--- src/hw/rtl/ctsc_pkg.sv ---
// ----------------------------------------------------------------------------
// ctsc_pkg
// Shared types, codes and helpers for the clock time set controller.
// ----------------------------------------------------------------------------
package ctsc_pkg;

    // button event codes
    typedef enum logic [1:0] {
        OP_LOG = 2'd0,
        OP_DEC = 2'd1,
        OP_SET = 2'd2,
        OP_INC = 2'd3
    } op_t;

    // mode codes as seen on the result word
    localparam logic [1:0] MODE_CODE_IDLE = 2'd0;
    localparam logic [1:0] MODE_CODE_LOG  = 2'd1;
    localparam logic [1:0] MODE_CODE_SET  = 2'd2;

    // field codes
    localparam logic [2:0] FIELD_YEAR   = 3'd0;
    localparam logic [2:0] FIELD_MONTH  = 3'd1;
    localparam logic [2:0] FIELD_DAY    = 3'd2;
    localparam logic [2:0] FIELD_HOUR   = 3'd3;
    localparam logic [2:0] FIELD_MINUTE = 3'd4;
    localparam logic [2:0] FIELD_SECOND = 3'd5;

    // field limits and cursor layout of "YYYY/MM/DD HH:MM:SS"
    localparam logic [13:0] YEAR_MAX    = 14'd9999;
    localparam logic [13:0] YEAR_RESET  = 14'd2025;
    localparam logic [3:0]  MONTH_MAX   = 4'd12;
    localparam logic [4:0]  HOUR_MAX    = 5'd23;
    localparam logic [5:0]  MINSEC_MAX  = 6'd59;
    localparam logic [4:0]  LAST_POS    = 5'd18;
    localparam logic [4:0]  FEB_DAYS    = 5'd28;

    typedef struct packed {
        op_t         opcode;
        logic [13:0] now_year;
        logic [3:0]  now_month;
        logic [4:0]  now_day;
        logic [4:0]  now_hour;
        logic [5:0]  now_minute;
        logic [5:0]  now_second;
    } in_word_t;

    typedef struct packed {
        logic [1:0]  mode_out;
        logic [4:0]  cursor_pos;
        logic [2:0]  field_sel;
        logic [13:0] set_year;
        logic [3:0]  set_month;
        logic [4:0]  set_day;
        logic [4:0]  set_hour;
        logic [5:0]  set_minute;
        logic [5:0]  set_second;
        logic        commit;
        logic        log_request;
        logic        year_limited;
    } out_word_t;

    // days in a month, february fixed at 28
    function automatic logic [4:0] month_length(input logic [3:0] m);
        logic [4:0] len;
        unique case (m)
            4'd2:                        len = FEB_DAYS;
            4'd4, 4'd6, 4'd9, 4'd11:     len = 5'd30;
            default:                     len = 5'd31;
        endcase
        return len;
    endfunction

    // separator characters between the fields
    function automatic logic is_separator(input logic [4:0] p);
        return (p == 5'd4) || (p == 5'd7) || (p == 5'd10) ||
               (p == 5'd13) || (p == 5'd16);
    endfunction

    // field under a cursor position
    function automatic logic [2:0] field_of(input logic [4:0] p);
        logic [2:0] f;
        priority if (p <= 5'd3)                  f = FIELD_YEAR;
        else if (p >= 5'd5  && p <= 5'd6)        f = FIELD_MONTH;
        else if (p >= 5'd8  && p <= 5'd9)        f = FIELD_DAY;
        else if (p >= 5'd11 && p <= 5'd12)       f = FIELD_HOUR;
        else if (p >= 5'd14 && p <= 5'd15)       f = FIELD_MINUTE;
        else if (p >= 5'd17 && p <= 5'd18)       f = FIELD_SECOND;
        else                                     f = FIELD_YEAR;
        return f;
    endfunction

endpackage

--- src/hw/rtl/ctsc_if.sv ---
// ----------------------------------------------------------------------------
// ctsc channel interfaces
// Valid/ready channels carrying button words in and result words out.
// ----------------------------------------------------------------------------
interface ctsc_in_if;
    logic                valid;
    logic                ready;
    ctsc_pkg::in_word_t  data;

    modport source (output valid, output data, input ready);
    modport sink   (input valid, input data, output ready);
endinterface

interface ctsc_out_if;
    logic                valid;
    logic                ready;
    ctsc_pkg::out_word_t data;

    modport source (output valid, output data, input ready);
    modport sink   (input valid, input data, output ready);
endinterface

--- src/hw/rtl/clock_time_set_controller.sv ---
// ----------------------------------------------------------------------------
// clock_time_set_controller
// Button driven time setting for a digital clock: modes, cursor and fields.
// ----------------------------------------------------------------------------
// Usage:
//   cmd carries one debounced button word with the current clock time; res
//   returns one result word for every accepted button word, in order.
//   A word is taken on a rising edge where valid and ready are both high.
//   The mode and edit registers and the result register are all loaded at the
//   edge that takes the button word, and the result shows on res the cycle
//   after.
//   Throughput is one word per cycle while res is not stalled; the only
//   register between the two channels is the result register, so cmd.ready is
//   high whenever that register is empty or is being emptied at the same edge.
//   When the receiver stalls the result word holds and cmd.ready drops until
//   it is taken; no word is dropped or repeated.
//   Reset puts the block in idle with the cursor at 0, the edit time at
//   2025/01/01 00:00:00 and the result register empty.
// ----------------------------------------------------------------------------
module clock_time_set_controller (
    input  logic       clk,
    input  logic       rst_n,
    ctsc_in_if.sink    cmd,
    ctsc_out_if.source res
);
    import ctsc_pkg::*;

    typedef enum logic [2:0] {
        ST_IDLE = 3'b001,
        ST_LOG  = 3'b010,
        ST_SET  = 3'b100
    } mode_t;

    mode_t       mode_reg,   mode_next;
    logic [4:0]  pos_reg,    pos_next;
    logic [13:0] year_reg,   year_next;
    logic [3:0]  month_reg,  month_next;
    logic [4:0]  day_reg,    day_next;
    logic [4:0]  hour_reg,   hour_next;
    logic [5:0]  minute_reg, minute_next;
    logic [5:0]  second_reg, second_next;

    logic        commit_next;
    logic        log_next;
    logic        lim_next;

    out_word_t   res_reg,    res_next;
    logic        res_valid_reg;
    logic        take;

    // generic wrap step on narrow values
    function automatic logic [5:0] wrap_step(input logic [5:0] v, input logic up,
                                             input logic [5:0] lo,
                                             input logic [5:0] hi);
        logic [5:0] r;
        if (up)
            r = (v >= hi) ? lo : v + 6'd1;
        else
            r = (v <= lo) ? hi : v - 6'd1;
        return r;
    endfunction

    // button handling and field update
    always_comb
    begin
        logic       up;
        logic [3:0] m_clamp;
        logic [4:0] m_len;
        logic [4:0] p1;

        mode_next   = mode_reg;
        pos_next    = pos_reg;
        year_next   = year_reg;
        month_next  = month_reg;
        day_next    = day_reg;
        hour_next   = hour_reg;
        minute_next = minute_reg;
        second_next = second_reg;
        commit_next = 1'b0;
        log_next    = 1'b0;
        lim_next    = 1'b0;

        up      = (cmd.data.opcode == OP_INC);
        m_clamp = (cmd.data.now_month == 4'd0) ? 4'd1 :
                  (cmd.data.now_month > MONTH_MAX) ? MONTH_MAX : cmd.data.now_month;
        m_len   = month_length(m_clamp);
        p1      = pos_reg + 5'd1;

        unique case (cmd.data.opcode)
            OP_LOG:
            begin
                if (mode_reg != ST_LOG && mode_reg != ST_SET)
                begin
                    log_next  = 1'b1;
                    mode_next = ST_IDLE;
                end
            end
            OP_DEC, OP_INC:
            begin
                if (mode_reg == ST_SET)
                begin
                    // adjust the field under the cursor
                    unique case (field_of(pos_reg))
                        FIELD_MONTH:
                        begin
                            month_next = 4'(wrap_step(6'(month_reg), up, 6'd1,
                                                      6'(MONTH_MAX)));
                            if (day_reg > month_length(month_next))
                                day_next = month_length(month_next);
                        end
                        FIELD_DAY:
                            day_next = 5'(wrap_step(6'(day_reg), up, 6'd1,
                                                    6'(month_length(month_reg))));
                        FIELD_HOUR:
                            hour_next = 5'(wrap_step(6'(hour_reg), up, 6'd0,
                                                     6'(HOUR_MAX)));
                        FIELD_MINUTE:
                            minute_next = wrap_step(minute_reg, up, 6'd0, MINSEC_MAX);
                        FIELD_SECOND:
                            second_next = wrap_step(second_reg, up, 6'd0, MINSEC_MAX);
                        default:
                        begin
                            // year saturates at both ends
                            if (up)
                            begin
                                if (year_reg >= YEAR_MAX)
                                begin
                                    year_next = YEAR_MAX;
                                    lim_next  = 1'b1;
                                end
                                else
                                    year_next = year_reg + 14'd1;
                            end
                            else
                            begin
                                if (year_reg == 14'd0)
                                    lim_next = 1'b1;
                                else
                                    year_next = year_reg - 14'd1;
                            end
                        end
                    endcase
                end
                else if (!up)
                begin
                    // replay toggles log view
                    mode_next = (mode_reg == ST_LOG) ? ST_IDLE : ST_LOG;
                end
            end
            default:
            begin
                if (mode_reg == ST_SET)
                begin
                    if (pos_reg == LAST_POS)
                    begin
                        commit_next = 1'b1;
                        mode_next   = ST_IDLE;
                    end
                    else
                        pos_next = is_separator(p1) ? p1 + 5'd1 : p1;
                end
                else if (mode_reg != ST_LOG)
                begin
                    // capture the current time, clamped into range
                    mode_next   = ST_SET;
                    pos_next    = 5'd0;
                    year_next   = (cmd.data.now_year > YEAR_MAX) ? YEAR_MAX
                                                                 : cmd.data.now_year;
                    month_next  = m_clamp;
                    day_next    = (cmd.data.now_day == 5'd0) ? 5'd1 :
                                  (cmd.data.now_day > m_len) ? m_len : cmd.data.now_day;
                    hour_next   = (cmd.data.now_hour > HOUR_MAX) ? HOUR_MAX
                                                                 : cmd.data.now_hour;
                    minute_next = (cmd.data.now_minute > MINSEC_MAX) ? MINSEC_MAX
                                                                     : cmd.data.now_minute;
                    second_next = (cmd.data.now_second > MINSEC_MAX) ? MINSEC_MAX
                                                                     : cmd.data.now_second;
                end
            end
        endcase
    end

    // result word assembly
    always_comb
    begin
        unique case (mode_next)
            ST_LOG:  res_next.mode_out = MODE_CODE_LOG;
            ST_SET:  res_next.mode_out = MODE_CODE_SET;
            default: res_next.mode_out = MODE_CODE_IDLE;
        endcase
        res_next.cursor_pos   = pos_next;
        res_next.field_sel    = field_of(pos_next);
        res_next.set_year     = year_next;
        res_next.set_month    = month_next;
        res_next.set_day      = day_next;
        res_next.set_hour     = hour_next;
        res_next.set_minute   = minute_next;
        res_next.set_second   = second_next;
        res_next.commit       = commit_next;
        res_next.log_request  = log_next;
        res_next.year_limited = lim_next;
    end

    // handshake
    assign cmd.ready = !res_valid_reg || res.ready;
    assign take      = cmd.valid && cmd.ready;
    assign res.valid = res_valid_reg;
    assign res.data  = res_reg;

    // mode and edit registers
    always_ff @(posedge clk or negedge rst_n)
    begin
        if (!rst_n)
        begin
            mode_reg   <= ST_IDLE;
            pos_reg    <= 5'd0;
            year_reg   <= YEAR_RESET;
            month_reg  <= 4'd1;
            day_reg    <= 5'd1;
            hour_reg   <= 5'd0;
            minute_reg <= 6'd0;
            second_reg <= 6'd0;
        end
        else if (take)
        begin
            mode_reg   <= mode_next;
            pos_reg    <= pos_next;
            year_reg   <= year_next;
            month_reg  <= month_next;
            day_reg    <= day_next;
            hour_reg   <= hour_next;
            minute_reg <= minute_next;
            second_reg <= second_next;
        end
    end

    // result valid flag
    always_ff @(posedge clk or negedge rst_n)
    begin
        if (!rst_n)
            res_valid_reg <= 1'b0;
        else if (take)
            res_valid_reg <= 1'b1;
        else if (res.ready)
            res_valid_reg <= 1'b0;
    end

    // result payload
    always_ff @(posedge clk)
    begin
        if (take)
            res_reg <= res_next;
    end

endmodule

--- src/flat_wrapper.sv ---
// flat-port wrapper written by rule: the top's interface ports become plain ports
module clock_time_set_controller_flat import ctsc_pkg::*;
  (clk, rst_n, cmd_valid, cmd_data, cmd_ready, res_valid, res_data, res_ready);
  ctsc_in_if cmd_i ();
  ctsc_out_if res_i ();
  input  logic clk;
  input  logic rst_n;
  input wire logic [$bits(cmd_i.valid)-1:0] cmd_valid;
  input wire logic [$bits(cmd_i.data)-1:0] cmd_data;
  output wire logic [$bits(cmd_i.ready)-1:0] cmd_ready;
  output wire logic [$bits(res_i.valid)-1:0] res_valid;
  output wire logic [$bits(res_i.data)-1:0] res_data;
  input wire logic [$bits(res_i.ready)-1:0] res_ready;
  assign cmd_i.valid = cmd_valid;
  assign cmd_i.data = cmd_data;
  assign cmd_ready = cmd_i.ready;
  assign res_valid = res_i.valid;
  assign res_data = res_i.data;
  assign res_i.ready = res_ready;
  clock_time_set_controller u_core (.clk(clk), .rst_n(rst_n), .cmd(cmd_i), .res(res_i));
endmodule
--- config.mk ---
export PLATFORM = sky130hd
export DESIGN_NAME = clock_time_set_controller_flat
export DESIGN_NICKNAME = d
export VERILOG_FILES = /design/src/hw/rtl/ctsc_pkg.sv /design/src/hw/rtl/ctsc_if.sv /design/src/hw/rtl/clock_time_set_controller.sv /design/src/flat_wrapper.sv
export SDC_FILE = /design/constraint.sdc
export NUM_CORES = 1
export LEC_CHECK = 0
export BUFFER_PORTS_ARGS = -buffer_cell sky130_fd_sc_hd__buf_2
export CORE_ASPECT_RATIO = 0.8
export CORE_UTILIZATION = 40
export CTS_CLUSTER_SIZE = 30
export DETAILED_ROUTE_END_ITERATION = 6
export PLACE_DENSITY = 0.71
export SETUP_SLACK_MARGIN = 0.05
export SLEW_MARGIN = 20
export SYNTH_ARGS = -nofsm -noshare
export SYNTH_HDL_FRONTEND = slang
export SYNTH_SLANG_ARGS = --single-unit
--- constraint.sdc ---
create_clock -name clk -period 6.5 [get_ports clk]
set_clock_uncertainty 0.05 [all_clocks]
set_input_delay 0.325 -clock clk [delete_from_list [all_inputs] [get_ports clk]]
set_output_delay 0.325 -clock clk [all_outputs]
set_load 0.05 [all_outputs]
==> results of run 1 <==
==> worst min path at each step <==
stage | from | endpoint
CTS | rst_n | u_core.hour_reg[4]
global placement | rst_n | u_core.hour_reg[0]
global route | rst_n | u_core.hour_reg[4]
detailed placement | rst_n | u_core.hour_reg[2]
floorplan | rst_n | u_core.day_reg[1]
finish | rst_n | u_core.hour_reg[2]
==> cell families after synthesis <==
group | count (synthesis)
XOR/XNOR | 8
AND/OR/NAND/NOR | 387
AO/OA/AOI/OAI | 302
buffers and inverters | 111
flip-flops | 102
adder cells (fa/ha/maj) | 29
multiplexers | 24
==> cells in the mapped netlist, drive strengths merged, types with 5 or more instances <==
library cell | n | area, um^2
a31oi | 18 | 125
o31a | 5 | 43.8
o22ai | 7 | 43.8
a22oi | 12 | 90.1
nor2b | 7 | 43.8
nor3b | 12 | 90.1
or3 | 9 | 56.3
nor3 | 31 | 160
ha | 29 | 363
a21o | 7 | 52.6
nor2 | 101 | 379
o211ai | 15 | 113
mux2 | 16 | 184
inv | 34 | 128
o21a | 6 | 45.0
nand2 | 114 | 430
o31ai | 7 | 57.6
o21ai | 99 | 495
a221o | 9 | 90.1
nor4b | 5 | 50.0
buf | 11 | 53.8
o32ai | 5 | 43.8
a21oi | 63 | 319
nor4 | 6 | 37.5
edfxtp | 53 | 1590
and3 | 18 | 113
dfstp | 11 | 289
clkbuf | 64 | 241
nand3 | 44 | 220
a211oi | 6 | 45.0
mux2i | 7 | 70.1
o311ai | 6 | 52.6
dfrtp | 38 | 951
nand2b | 13 | 81.3
==> critical path, delay by kind of cell, from the launching register on <==
kind	cells	cell delay, ns
AO/OA/AOI/OAI	4	1.50
AND/OR/NAND/NOR	4	0.88
flip-flops	1	0.63
adder cells (fa/ha/maj)	2	0.58
==> per-stage QoR <==
step	std cells	total power [W]	util
4_1_cts	1269	0.00286	0.455
2_1_floorplan	963	0.00205	-
6_report	1269	0.00287	0.455
3_5_place_dp	1253	0.00233	0.441
3_3_place_gp	1253	0.00231	0.441
5_1_grt	1269	0.00307	0.455
==> metal layers <==
layer / up-vias / part of all wire / GRT usage
li1: 3634 / - / -
met1: 3535 / 0.47 / 0.329
met2: 339 / 0.42 / 0.319
met3: 25 / 0.090 / 0.0478
met4: 0 / 0.016 / 0.0662
met5: - / 0 / 0
==> power by group through the flow <==
stage | sequential, W | combinational, W | clock (W)
after floorplan | 0.00112 | 0.000924 | 0
after global placement | 0.00113 | 0.00118 | 0
after detailed placement | 0.00113 | 0.00120 | 0
after CTS | 0.00112 | 0.00121 | 0.000528
after global routing | 0.00116 | 0.00136 | 0.000549
final | 0.00113 | 0.00122 | 0.000515
==> final cells by class <==
class / instances / area, um^2
fillers: 1887 / 10400
multi-input cells: 750 / 4550
flip-flops and latches: 102 / 2830
repair buffers: 107 / 553
well taps: 258 / 323
clock buffers: 11 / 233
inverters: 36 / 138
clock inverters: 5 / 33.8
==> flow_metrics.py, run 1 <==
metrics = {
    "run_status": {
        "status": "complete, no violations",
    },
    "setup_path": {
        "cp.arrival_ns": 3.93,
        "endpoint": "u_core.res.data[5]",
        "cp_slowest_cell": "a21boi_1",
        "crit_path_cell_trace": "ha_1, and3_1, ha_1, o21ba_2, o32ai_1, nor4b_2, a21boi_1, o311ai_0, nand3_1, nand3_1",
        "critPathCaptureType": "flop",
        "worst-setup-path-type": "flop to flop",
        "cp_max_fo": 14,
        "rr_worst_depth": 10,
        "ff2ff_setup_slack_ns": 2.61,
        "reg2reg_to": "u_core.res.data[5]",
        "reg2reg_from": "u_core.pos_reg[0]",
        "startpoint": "u_core.pos_reg[0]",
        "crit_required_ns": 6.54,
        "cp_slowest_stage_delay_ns": 0.81,
        "cp-start-kind": "flop",
    },
    "pwr": {
        "pwr-share-seq": 0.395,
        "combPwrFrac": 0.426,
        "power.density_nw_per_um2": 331,
        "peakVddDrop_mv": 0.174,
        "sw_frac_of_total": 0.449,
        "power_leakage_nw": 3.44,
        "internal_power_w": 0.00158,
        "p_clk_frac": 0.180,
        "switchingPower_w": 0.00129,
    },
    "clock_tree": {
        "hold_buffers": 0,
        "cts_buffers": 9,
        "cts_tree": "built",
        "cts-resized-gates": 0,
        "clk_pin_slew_ns": 0.07,
        "insertion_delay_ns": 0.36,
        "cts-root-buf": "clkbuf_16",
        "cts_buffer_depth": 2,
        "postCtsSetupBuffers": 0,
        "cts.sinks": 102,
        "htreeDepth": 3,
    },
    "route": {
        "routedWlPerCell_um": 17.3,
        "drc_errors": 0,
        "viasPerCell": 5.94,
        "drtIter0Drc": 785,
        "wirelength_um": 21900,
        "num_vias": 7533,
        "ant_nets": 0,
        "firstDrtPassIters": 5,
    },
    "timing": {
        "maxSlewViolCount": 0,
        "relSlewSlack": 0.378,
        "setup_slack_ns": 2.61,
        "max_freq_mhz": 257,
        "finalSetupViolCount": 0,
        "hold_violations": 0,
        "grt_setup_unrepaired": "false",
        "min_period_ns": 3.89,
        "holdWs_ns": 0.0517,
        "period_share": 0.599,
        "timing.setup.tns_ns": 0,
        "worst_pin_slew_ns": 0.931,
    },
    "synthesis": {
        "ys_seq_elements": 102,
        "synth_fa_ha_area_frac": 0.0465,
        "synth_flop_cell": "edfxtp_1",
        "ys_types": 83,
        "synth_top_family_by_area": "compound AO/OA/AOI/OAI gates",
        "yosysWarnings": 0,
        "syn_area_um2": 7800,
        "synth_xor_area_frac": 0.00898,
        "yosys.area_share.simple": 0.239,
        "ys_async_sr_fraction": 0.480,
        "synth_compound_area_frac": 0.252,
        "synth_mux_area_frac": 0.0354,
        "synth-seq-area-share": 0.363,
        "synth_edf_count": 53,
        "synthesis.instances": 963,
        "syn-num-nets": 1038,
        "synth.avg_cell_area_um2": 8.10,
    },
    "place": {
        "portBuffers": 100,
        "place_area_um2": 8390,
        "place.gp.congestion": 0.918,
        "post-dp-hpwl_um": 15000,
        "dpl_worst_slack_ns": 2.43,
    },
    "grt": {
        "first_global_vias": 6613,
        "grt_pass1_wl_um": 35100,
        "grt_max_degree": 68,
        "grt_overflow": 0,
        "track_usage": 0.222,
        "antenna_found_initial": 0,
    },
    "floorplan": {
        "die_x_um": 158,
        "design.portCount": 101,
        "num_rows": 45,
        "die_y_um": 127,
        "initial_core_util": 0.410,
        "design.core.area_um2": 19000,
        "dieArea_um2": 20100,
    },
    "hold_path": {
        "holdCritPathClass": "input pin to async pin",
    },
    "finish": {
        "final_cell_mix": "nand2_1, nor2_1, buf_2, o21ai_0, a21oi_1",
        "layout_commonest_cell": "nand2_1",
        "largest_reg_flops": 53,
        "area_growth_pct": 11.0,
        "final_area_um2": 8660,
        "n_antenna_cell": 0,
        "drive_gt1_frac": 0.167,
        "nets": 1081,
    },
    "run": {
        "maxCapViolations": 0,
    },
}
Note: power is estimated with default switching activity, not from simulation.
==> inputs of run 2 (changes only) <==
--- a/config.mk
+++ b/config.mk
@@ -5,12 +5,13 @@
 export SDC_FILE = /design/constraint.sdc
 export NUM_CORES = 1
 export LEC_CHECK = 0
+export ABC_AREA = 1
 export BUFFER_PORTS_ARGS = -buffer_cell sky130_fd_sc_hd__buf_2
 export CORE_ASPECT_RATIO = 0.8
 export CORE_UTILIZATION = 40
 export CTS_CLUSTER_SIZE = 30
 export DETAILED_ROUTE_END_ITERATION = 6
-export PLACE_DENSITY = 0.71
+export PLACE_DENSITY = 0.73
 export SETUP_SLACK_MARGIN = 0.05
 export SLEW_MARGIN = 20
 export SYNTH_ARGS = -nofsm -noshare
==> constraint.sdc (replaced) <==
create_clock -name clk -period 3.4 [get_ports clk]
set_clock_uncertainty 0.05 [all_clocks]
set_input_delay 0.17 -clock clk [delete_from_list [all_inputs] [get_ports clk]]
set_output_delay 0.17 -clock clk [all_outputs]
set_load 0.05 [all_outputs]
==> flow_metrics.py, run 2 <==
metrics = {
    "synthesis": {
        "synth_fa_ha_area_frac": 0.0457,
        "synth_commonest_cells": "nand2_1, inv_1, o21ai_0, nand3_1, nor2_1",
        "synth_xor_area_frac": 0.0364,
        "ys_async_sr_fraction": 0.480,
        "synth_top_cell_by_area": "edfxtp_1",
        "yosysWarnings": 0,
        "synth_area_leaders": "edfxtp_1, nand2_1, dfrtp_1, o21ai_0, nand3_1",
        "yosysMostFrequentCell": "nand2_1",
        "synth_top_family_by_area": "simple AND/OR/NAND/NOR gates",
        "ys_types": 56,
        "synth.avg_cell_area_um2": 7.27,
        "synth-seq-area-share": 0.357,
        "synth_edf_count": 53,
        "synthesis.instances": 1091,
        "synth_compound_area_frac": 0.180,
        "synth_flop_cell": "edfxtp_1",
        "syn-num-nets": 1166,
        "synth_mux_area_frac": 0.00284,
        "synth_top_area_frac": 0.201,
        "ys_seq_elements": 102,
        "yosys.area_share.simple": 0.292,
        "syn_area_um2": 7940,
    },
    "hold_path": {
        "holdCritPathClass": "input pin to flop",
    },
    "finish": {
        "n_antenna_cell": 0,
        "layout_commonest_cell": "nand2_1",
        "area_growth_pct": 13.8,
        "final_cell_mix": "nand2_1, buf_2, inv_1, o21ai_0, nand3_1",
        "fin_util": 0.470,
        "largest_reg_flops": 53,
        "drive_gt1_frac": 0.187,
        "stdcell_count": 1435,
        "nets": 1247,
        "n_fill_cell": 1897,
    },
    "setup_path": {
        "cp-start-kind": "flop",
        "cp.arrival_ns": 3.39,
        "critPathCaptureType": "flop",
        "cp_max_fo": 6,
        "crit_required_ns": 3.63,
        "worst-setup-path-type": "flop to flop",
    },
    "place": {
        "portBuffers": 100,
        "dpl_worst_slack_ns": 0.270,
        "placed_cells": 1416,
        "place.gp.congestion": 0.974,
        "post-dp-hpwl_um": 16100,
    },
    "run_status": {
        "status": "complete, no violations",
    },
    "clock_tree": {
        "clk_pin_slew_ns": 0.07,
        "cts_tree": "built",
        "cts-root-buf": "clkbuf_16",
        "insertion_delay_ns": 0.36,
        "cts_buffer_depth": 2,
        "htreeDepth": 3,
        "cts.sinks": 102,
        "cts_buffers": 9,
    },
    "grt": {
        "first_global_vias": 6915,
        "grt_max_degree": 66,
        "grt_pass1_wl_um": 36000,
        "grt_overflow": 0,
        "track_usage": 0.222,
        "antenna_found_initial": 0,
    },
    "timing": {
        "period_share": 0.931,
        "setup_slack_ns": 0.234,
        "maxSlewViolCount": 0,
        "relSlewSlack": 0.466,
        "hold_violations": 0,
        "max_freq_mhz": 316,
        "finalSetupViolCount": 0,
        "min_period_ns": 3.17,
        "worst_pin_slew_ns": 0.801,
    },
    "route": {
        "ant_nets": 0,
        "num_vias": 7913,
        "firstDrtPassIters": 5,
        "wirelength_um": 22700,
        "routedWlPerCell_um": 15.8,
        "viasPerCell": 5.51,
        "drc_errors": 0,
        "drtIter0Drc": 811,
    },
    "floorplan": {
        "initial_core_util": 0.413,
        "design.core.area_um2": 19200,
        "die_x_um": 159,
        "num_rows": 45,
        "dieArea_um2": 20400,
        "design.portCount": 101,
        "die_y_um": 128,
    },
    "pwr": {
        "pwr-share-seq": 0.310,
        "peakVddDrop_mv": 0.293,
        "power.density_nw_per_um2": 796,
        "power_leakage_nw": 4.10,
        "sw_frac_of_total": 0.494,
        "switchingPower_w": 0.00355,
        "combPwrFrac": 0.526,
        "p_clk_frac": 0.164,
        "internal_power_w": 0.00364,
    },
    "run": {
        "maxCapViolations": 0,
    },
}
run 2: changes by cell type after synthesis, moves of 13 or more:
| cell | change |
|---|---|
| o21ai_1 | +13 |
| nand2b_1 | -13 |
| inv_1 | +66 |
| nor3_1 | -17 |
| nor2_1 | -26 |
| and3_1 | -18 |
| xor2_1 | +24 |
| mux2_2 | -15 |
| nand2_1 | +176 |
| nand3_1 | +42 |
| clkbuf_1 | -45 |
run 2: power groups by stage:
stage / logic (W) / registers, W / clock network (W)
6_report: 0.00378 / 0.00223 / 0.00118
5_1_grt: 0.00418 / 0.00228 / 0.00124
4_1_cts: 0.00365 / 0.00222 / 0.00121
3_5_place_dp: 0.00362 / 0.00223 / 0
3_3_place_gp: 0.00356 / 0.00223 / 0
2_1_floorplan: 0.00262 / 0.00244 / 0
run 2: worst max-delay path, cell delays in order, from the launching register on:
cell and delay, ns:
dfstp_2 0.57, inv_2 0.07, ha_1 0.23, inv_1 0.06, nand2_1 0.08, nand2_2 0.10, nand2_2 0.11, o21ai_2 0.23
nand2_1 0.13, nand3_1 0.11, nand2_1 0.07, ha_1 0.19, nor2_1 0.10, o21ai_0 0.09, a21oi_1 0.23, inv_1 0.09
a21oi_1 0.13, nand2_1 0.07, nand3_1 0.06, nand3_1 0.10, nand3_2 0.10, nand2_1 0.05, o21ai_0 0.09
run 2: worst paths after layout:
| path | startpoint | to | slack (ns) | depth (start not counted) |
|---|---|---|---|---|
| min in group asynchronous | rst_n | u_core.second_reg[3] | 0.39 | 2 |
| min | res_ready | u_core.res.valid | 0.05 | 4 |
| min reg2reg | u_core.year_reg[7] | u_core.year_reg[7] | 0.45 | 2 |
| max reg2reg | u_core.month_reg[0] | u_core.day_reg[1] | 0.23 | 22 |
| max in group asynchronous | rst_n | u_core.year_reg[6] | 2.15 | 3 |
| max | u_core.month_reg[0] | u_core.day_reg[1] | 0.23 | 22 |
run 2: logic make-up (layout without fill, tap and decap cells):
kind of cell	count (synthesis)	in the layout
and+or+nand+nor	522	522
AOI/OAI and AO/OA	240	240
buffers and inverters	164	250
DFF	102	102
xor gates and xnor gates	33	33
adders and majority gates	29	29
muxes	1	1
run 2: layout make-up:
| cell class | count | area (um^2) | area share |
|---|---|---|---|
| repair buffers | 116 | 636 | 0.0704 |
| flip-flops and latches | 102 | 2830 | 0.314 |
| well taps | 258 | 323 | 0.0357 |
| inverters | 118 | 450 | 0.0499 |
| multi-input cells | 825 | 4460 | 0.494 |
| clock buffers | 11 | 243 | 0.0269 |
| clock inverters | 5 | 88.8 | 0.00984 |
run 2: timing repair:
item | in CTS | in global routing
endpoints found under the setup margin | 0 | 4
gates resized for setup | 0 | 11
hold buffers | 1 | 0
endpoints found under the hold margin | 25 | 0
buffers inserted | 0 | 2
run 2: stage by stage:
| stage | hold slack (ns) | TNS, ns | total power [W] | area [um^2] |
|---|---|---|---|---|
| 6_report | 0.0469 | 0 | 0.00719 | 9030 |
| 5_1_grt | 0.0609 | -0.0228 | 0.00771 | 9030 |
| 4_1_cts | 0.0366 | 0 | 0.00707 | 8980 |
| 3_5_place_dp | 0.251 | 0 | 0.00585 | 8640 |
| 3_3_place_gp | 0.243 | 0 | 0.00579 | 8640 |
| 2_1_floorplan | -0.176 | 0 | 0.00505 | 7940 |
run 2: metal layers:
layer	track usage	part of all wire	wire [um]
met3	0.0385	0.080	1810
met1	0.323	0.47	10700
met2	0.332	0.43	9710
met5	0	0	0
met4	0.0679	0.021	472
==> inputs of run 3 (changes only) <==
==> constraint.sdc (replaced) <==
create_clock -name clk -period 3.4 [get_ports clk]
set_clock_uncertainty 0.05 [all_clocks]
set_input_delay 0.68 -clock clk [delete_from_list [all_inputs] [get_ports clk]]
set_output_delay 0.68 -clock clk [all_outputs]
set_load 0.05 [all_outputs]
==> flow_metrics.py, run 3 (synthesized netlist as in run 2, its figures left out) <==
metrics = {
    "timing": {
        "relSlewSlack": 0.573,
        "period_share": 0.919,
        "maxSlewViolCount": 0,
        "setup_slack_ns": 0.274,
        "finalSetupViolCount": 0,
        "hold_violations": 0,
        "grt_setup_unrepaired": "false",
        "worst_pin_slew_ns": 0.638,
        "holdWs_ns": 0.156,
        "timing.setup.tns_ns": 0,
        "min_period_ns": 3.13,
        "max_freq_mhz": 320,
    },
    "clock_tree": {
        "cts_buffer_depth": 2,
        "cts_buffers": 9,
        "cts.sinks": 102,
        "insertion_delay_ns": 0.36,
        "htreeDepth": 3,
        "cts-root-buf": "clkbuf_16",
        "postCtsSetupBuffers": 0,
        "cts_tree": "built",
        "hold_buffers": 0,
        "clk_pin_slew_ns": 0.08,
    },
    "finish": {
        "drive_gt1_frac": 0.183,
        "final_cell_mix": "nand2_1, buf_2, inv_1, o21ai_0, nand3_1",
        "fin_util": 0.467,
        "n_fill_cell": 1900,
        "area_growth_pct": 13.0,
        "ff_latch_area_um2": 2830,
        "multi_input_area_um2": 4440,
        "layout_commonest_cell": "nand2_1",
        "nets": 1246,
        "largest_reg_flops": 53,
        "n_antenna_cell": 0,
    },
    "grt": {
        "grt_max_degree": 78,
        "track_usage": 0.221,
        "grt_overflow": 0,
        "first_global_vias": 7023,
        "grt_pass1_wl_um": 36200,
        "antenna_found_initial": 0,
    },
    "pwr": {
        "peakVddDrop_mv": 0.306,
        "power.density_nw_per_um2": 782,
        "power_leakage_nw": 4.07,
    },
    "floorplan": {
        "design.core.area_um2": 19200,
        "dieArea_um2": 20400,
        "num_rows": 45,
        "die_x_um": 159,
        "design.portCount": 101,
        "initial_core_util": 0.413,
        "die_y_um": 128,
    },
    "place": {
        "place.gp.congestion": 0.984,
        "portBuffers": 100,
        "post-dp-hpwl_um": 16200,
        "dpl_worst_slack_ns": 0.328,
    },
    "route": {
        "wirelength_um": 22400,
        "drtIter0Drc": 771,
        "firstDrtPassIters": 5,
        "ant_nets": 0,
        "routedWlPerCell_um": 15.6,
        "drc_errors": 0,
        "num_vias": 7803,
        "viasPerCell": 5.44,
    },
    "run": {
        "maxCapViolations": 0,
    },
    "hold_path": {
        "holdCritPathClass": "input pin to async pin",
    },
    "setup_path": {
        "critPathCaptureType": "flop",
        "crit_required_ns": 3.45,
        "cp.arrival_ns": 3.17,
        "worst-setup-path-type": "flop to flop",
        "cp_max_fo": 6,
        "cp-start-kind": "flop",
    },
    "run_status": {
        "status": "complete, no violations",
    },
}
run 3: layer usage:
| metal | global-route usage | wire length [um] |
|---|---|---|
| met1 | 0.319 | 10600 |
| met2 | 0.335 | 9680 |
| met3 | 0.0375 | 1630 |
| met4 | 0.0735 | 522 |
| met5 | 0 | 0 |
run 3: cell type report:
cell class / count / area share
Clock inverter: 7 / 0.00837
Clock buffer: 9 / 0.0251
Tap cell: 258 / 0.0360
Multi-Input combinational cell: 825 / 0.495
Sequential cell: 102 / 0.316
Inverter: 118 / 0.0502
Timing Repair Buffer: 115 / 0.0698
run 3: worst paths after layout:
| kind | startpoint | slack [ns] | depth (start not counted) | end |
|---|---|---|---|---|
| max | u_core.month_reg[0] | 0.27 | 20 | u_core.res.data[21] |
| min in group clk | u_core.year_reg[7] | 0.45 | 2 | u_core.year_reg[7] |
| min reg2reg | u_core.year_reg[7] | 0.45 | 2 | u_core.year_reg[7] |
| min | rst_n | 0.16 | 1 | u_core.hour_reg[4] |
| max in group asynchronous | rst_n | 2.47 | 2 | u_core.year_reg[5] |
| max reg2reg | u_core.month_reg[0] | 0.27 | 20 | u_core.res.data[21] |
run 3: worst max-delay path: stages (launching register included):
cell,delay [ns]
dfstp_2,0.58
inv_1,0.11
ha_1,0.26
inv_1,0.07
nand2_1,0.06
nand2_1,0.09
nand2_1,0.09
o21ai_2,0.16
nand2_1,0.12
nor2_1,0.20
ha_1,0.29
inv_1,0.07
nor2_1,0.03
o21ai_0,0.19
a21oi_2,0.07
inv_1,0.08
a21oi_1,0.06
nand2_1,0.07
nand3_1,0.06
nand3_1,0.07
nand3_1,0.09
run 3: where the power goes:
group	internal, W	total [W]	switching (W)
logic	0.00118	0.00374	0.00256
registers	0.00176	0.00221	0.000444
clock network	0.000526	0.00107	0.000540
total	0.00347	0.00701	0.00354
run 3: what timing repair did:
action / in CTS / in global routing
resized for setup: 0 / 3
hold endpoints to repair: 0 / 0
setup endpoints to repair: 0 / 2
run 3: per-stage QoR:
stage          power, W  cells  cell area, um^2
3_5_place_dp    0.00586   1418             8660
2_1_floorplan   0.00505   1091             7940
4_1_cts         0.00695   1434             8960
6_report        0.00701   1434             8970
5_1_grt         0.00755   1434             8970
3_3_place_gp    0.00581   1418             8660
